`src/rtl/cell_accumulation_engine_macros.svh`:
```
// Assertion macros for the cell accumulation engine.
// Each macro expects clk and rst_n in the scope where it is used.
`ifndef CELL_ACCUMULATION_ENGINE_MACROS_SVH
`define CELL_ACCUMULATION_ENGINE_MACROS_SVH
`ifndef SYNTHESIS
// Same-cycle implication.
`define CAE_ASSERT_IMPLY(lbl, ante, cons) \
  lbl: assert property (@(posedge clk) disable iff (!rst_n) (ante) |-> (cons)) \
    else $error("cae: same-cycle check failed");
// Next-cycle implication.
`define CAE_ASSERT_NEXT(lbl, ante, cons) \
  lbl: assert property (@(posedge clk) disable iff (!rst_n) (ante) |=> (cons)) \
    else $error("cae: next-cycle check failed");
`else
`define CAE_ASSERT_IMPLY(lbl, ante, cons)
`define CAE_ASSERT_NEXT(lbl, ante, cons)
`endif
`endif

```
`src/rtl/cae_pkg.sv`:
```
`timescale 1ns / 1ps
package cae_pkg;

  localparam int CELLS = 4096;
  localparam int IDX_W = $clog2(CELLS);
  localparam int MUL_W = 32;

  localparam int COUNT_W  = 32;
  localparam int WEIGHT_W = 48;
  localparam int DATA_W   = 64;

  localparam logic [2:0] METH_OVERWRITE = 3'd0;
  localparam logic [2:0] METH_MAX       = 3'd1;
  localparam logic [2:0] METH_MIN       = 3'd2;
  localparam logic [2:0] METH_AVG       = 3'd3;
  localparam logic [2:0] METH_WAVG      = 3'd4;
  localparam logic [2:0] METH_MAXW      = 3'd5;
  localparam logic [2:0] METH_RESET     = METH_AVG;

  typedef enum logic [2:0] {
    S_IDLE,
    S_READ,
    S_MUL_K,
    S_MUL_D,
    S_MUL_S,
    S_WRITE
  } cae_state_t;

  typedef struct packed {
    logic        [COUNT_W-1:0]  count;
    logic        [WEIGHT_W-1:0] weight;
    logic signed [DATA_W-1:0]   data;
    logic signed [DATA_W-1:0]   second;
  } cae_entry_t;

  typedef struct packed {
    logic             rd_en;
    logic [IDX_W-1:0] rd_addr;
    logic             wr_en;
    logic [IDX_W-1:0] wr_addr;
    cae_entry_t       wr_data;
  } cae_store_req_t;

endpackage

```
`src/rtl/cae_mul.sv`:
```
`timescale 1ns / 1ps
module cae_mul (
  input  logic                              clk,
  input  logic                              en,
  input  logic signed [cae_pkg::MUL_W-1:0]   op_a,
  input  logic signed [cae_pkg::MUL_W-1:0]   op_b,
  output logic signed [2*cae_pkg::MUL_W-1:0] product
);
  import cae_pkg::*;

  logic signed [2*MUL_W-1:0] product_r;

  always_ff @(posedge clk) begin
    if (en) begin
      product_r <= op_a * op_b;
    end
  end

  assign product = product_r;

endmodule

```
`config.mk`:
```
export PLATFORM = sky130hd
export DESIGN_NAME = cae_mul
export DESIGN_NICKNAME = d
export VERILOG_FILES = /design/src/rtl/cell_accumulation_engine_macros.svh /design/src/rtl/cae_pkg.sv /design/src/rtl/cae_mul.sv
export SDC_FILE = /design/constraint.sdc
export NUM_CORES = 2
export LEC_CHECK = 0
export BUFFER_PORTS_ARGS = -buffer_cell sky130_fd_sc_hd__buf_2
export CAP_MARGIN = 0
export CORE_MARGIN = 4
export CORE_UTILIZATION = 45
export CTS_CLUSTER_DIAMETER = 30
export DETAILED_ROUTE_END_ITERATION = 12
export PLACE_DENSITY = 0.58
export SLEW_MARGIN = 20
export SYNTH_ARGS = -nofsm -noshare
export SYNTH_HDL_FRONTEND = slang
export SYNTH_SLANG_ARGS = --single-unit
```
`constraint.sdc`:
```
create_clock -name clk -period 12.55 [get_ports clk]
set_input_delay 3.1375 -clock clk [delete_from_list [all_inputs] [get_ports clk]]
set_output_delay 3.1375 -clock clk [all_outputs]
set_load 0.03 [all_outputs]
```
==> flow_summary.ini <==
[layout]
fin_util = 0.475
area.sequential_sq_um = 1920
largest_reg_flops = 64
synthToLayoutAreaGrowth_pct = 4.77
fillCellCount = 8028
multi_input_area_sq_um = 31600
fin_nets = 5193
drive_gt1_frac = 0.0520

[sta]
slew_violations = 0
fmax_mhz = 89.4
hold_violations = 0
worst_pin_slew_ps = 865
hold_ws_ps = 3510
layout_min_cycle_time_ps = 11180
finalSetupViolCount = 0
rsz0062_at_grt = false
slew_headroom = 0.423
timing.final.crit_share = 0.891
setup_tns_ps = 0
setup_slack_ps = 1370

[synth]
netlist.area_leader.share = 0.572
async_reset_ff_frac = 0
synthFlopType = edfxtp_1
synth_top_area_cell = fa_1
synthMostInstantiatedCell = fa_1
synth-seq-cells = 64
ys_warn_count = 0
synthCells = 3884
synth_edf_count = 64
synthTopCellsByArea = fa_1, inv_1, and2_1, ha_1, edfxtp_1
yosys-top-cells-count = fa_1, inv_1, and2_1
syn_area_sq_um = 37900
synth_fp_nets = 5216
synth.distinct_cells = 63
avgSynthCellArea_sq_um = 9.75
yosysSeqAreaShare = 0.0507

[min_path]
hold_path_class = in2reg

[placed_design]
portBuffers = 129
routabilityCongestion = 0.871
dp_slack_ps = 1020
dpl.hpwl_um = 85800

[route]
wl_um = 101000
vias_per_cell = 5.13
post-route-drc-count = 0
wl_per_cell_um = 20.3
drt-pass1-iter-count = 5
ant_nets = 0
vias = 25400
drtIter0Drc = 1236

[status]
status = complete, no violations

[global_route]
antenna_found_initial = 6
overflow = 0
grt_pass1_vias = 28300
grt_max_degree = 65
grtUsageTotal = 0.236
grt_pass1_wl_um = 162000

[setup_path]
timing.critical_path.slowest_stage_cell = fa_1
crit_fanout = 16
timing.critical_path.from_type = input port
cp.required_ps = 12630
crit_type = in2reg
arrival_ps = 11260
cp_common_cell = fa_1
slowest_delay_ps = 610
cp-end-kind = register

[floorplanning]
placementRows = 106
die_h_um = 298
die_x_um = 298
core_area_sq_um = 83600
start_util = 0.453
num_io_pins = 130
die-area_sq_um = 88900

[cts]
cts_buffers = 9
clock-root-buffer = clkbuf_16
cts_resized = 0
htreeDepth = 3
cts.sinks = 64
ctsHoldBuffers = 0
cts_tree = yes
path_clk_slew_ps = 60
postCtsSetupRepairBufs = 0
clockBufferDepth = 2

[job]
maxCapViolations = 0
-- worst max-delay path: cells and delay by family --
kind | cells | cell delay [ps]
buffers and inverters | 8 | 1780
adder cells (fa/ha/maj) | 9 | 4220
AO/OA/AOI/OAI | 3 | 1100
AND/OR/NAND/NOR | 4 | 910
XOR/XNOR | 1 | 100
-- final timing paths --
kind,start,endpoint,slack [ps],cells after the start
worst max-delay path,op_b[5],product[62],1370,25
worst min-delay path,en,product[13],3510,2
-- per-stage QoR --
stage / area [sq um] / instances
after global placement: 39400 / 4930
after floorplan: 37900 / 3884
after global routing: 39700 / 4947
after detailed placement: 39400 / 4930
after CTS: 39700 / 4944
final: 39700 / 4949
-- placed cells by master (no fill, tap or decap), types with 5 or more instances in the layout --
cell type / count
ha_1: 184
inv_1: 952
and3_1: 7
nand3_1: 15
and2_1: 516
buf_4: 37
a21o_1: 23
diode_2: 5
edfxtp_1: 64
clkbuf_16: 9
nand2b_1: 9
nor3_1: 6
o21ai_0: 28
xnor2_1: 53
nand4_1: 7
o21bai_1: 15
a31oi_1: 12
xor2_1: 22
nand2_1: 511
o31ai_1: 6
fa_1: 1082
a21oi_1: 68
buf_2: 129
nor2_1: 42
-- area by class of cell --
| class | instances | share of cell area |
|---|---|---|
| timing repair buffer | 166 | 0.0233 |
| clock inverter | 5 | 0.00126 |
| antenna | 5 | 0.000315 |
| sequential | 64 | 0.0484 |
| tap | 1080 | 0.0340 |
| clock buffer | 9 | 0.00567 |
| multi-input combinational | 2668 | 0.797 |
| inverter | 952 | 0.0900 |
-- layer usage --
layer	part of all wire	routed length (um)	up-vias	global-route usage
met5	0.00034	34	-	0
met2	0.54	54100	602	0.430
met1	0.39	39100	13500	0.293
met3	0.036	3630	177	0.0264
li1	-	-	11100	-
met4	0.038	3790	4	0.0766
-- cells by family after synthesis --
| kind of cell | synth area share |
|---|---|
| fa+ha+maj | 0.633 |
| buf+inv | 0.114 |
| flops | 0.0507 |
| simple gates | 0.151 |
| compound gates | 0.0341 |
| xor+xnor | 0.0173 |
Power is left out: the tool's default activity adds up to more than one toggle a clock period on the data nets, which glitch-free logic cannot reach.
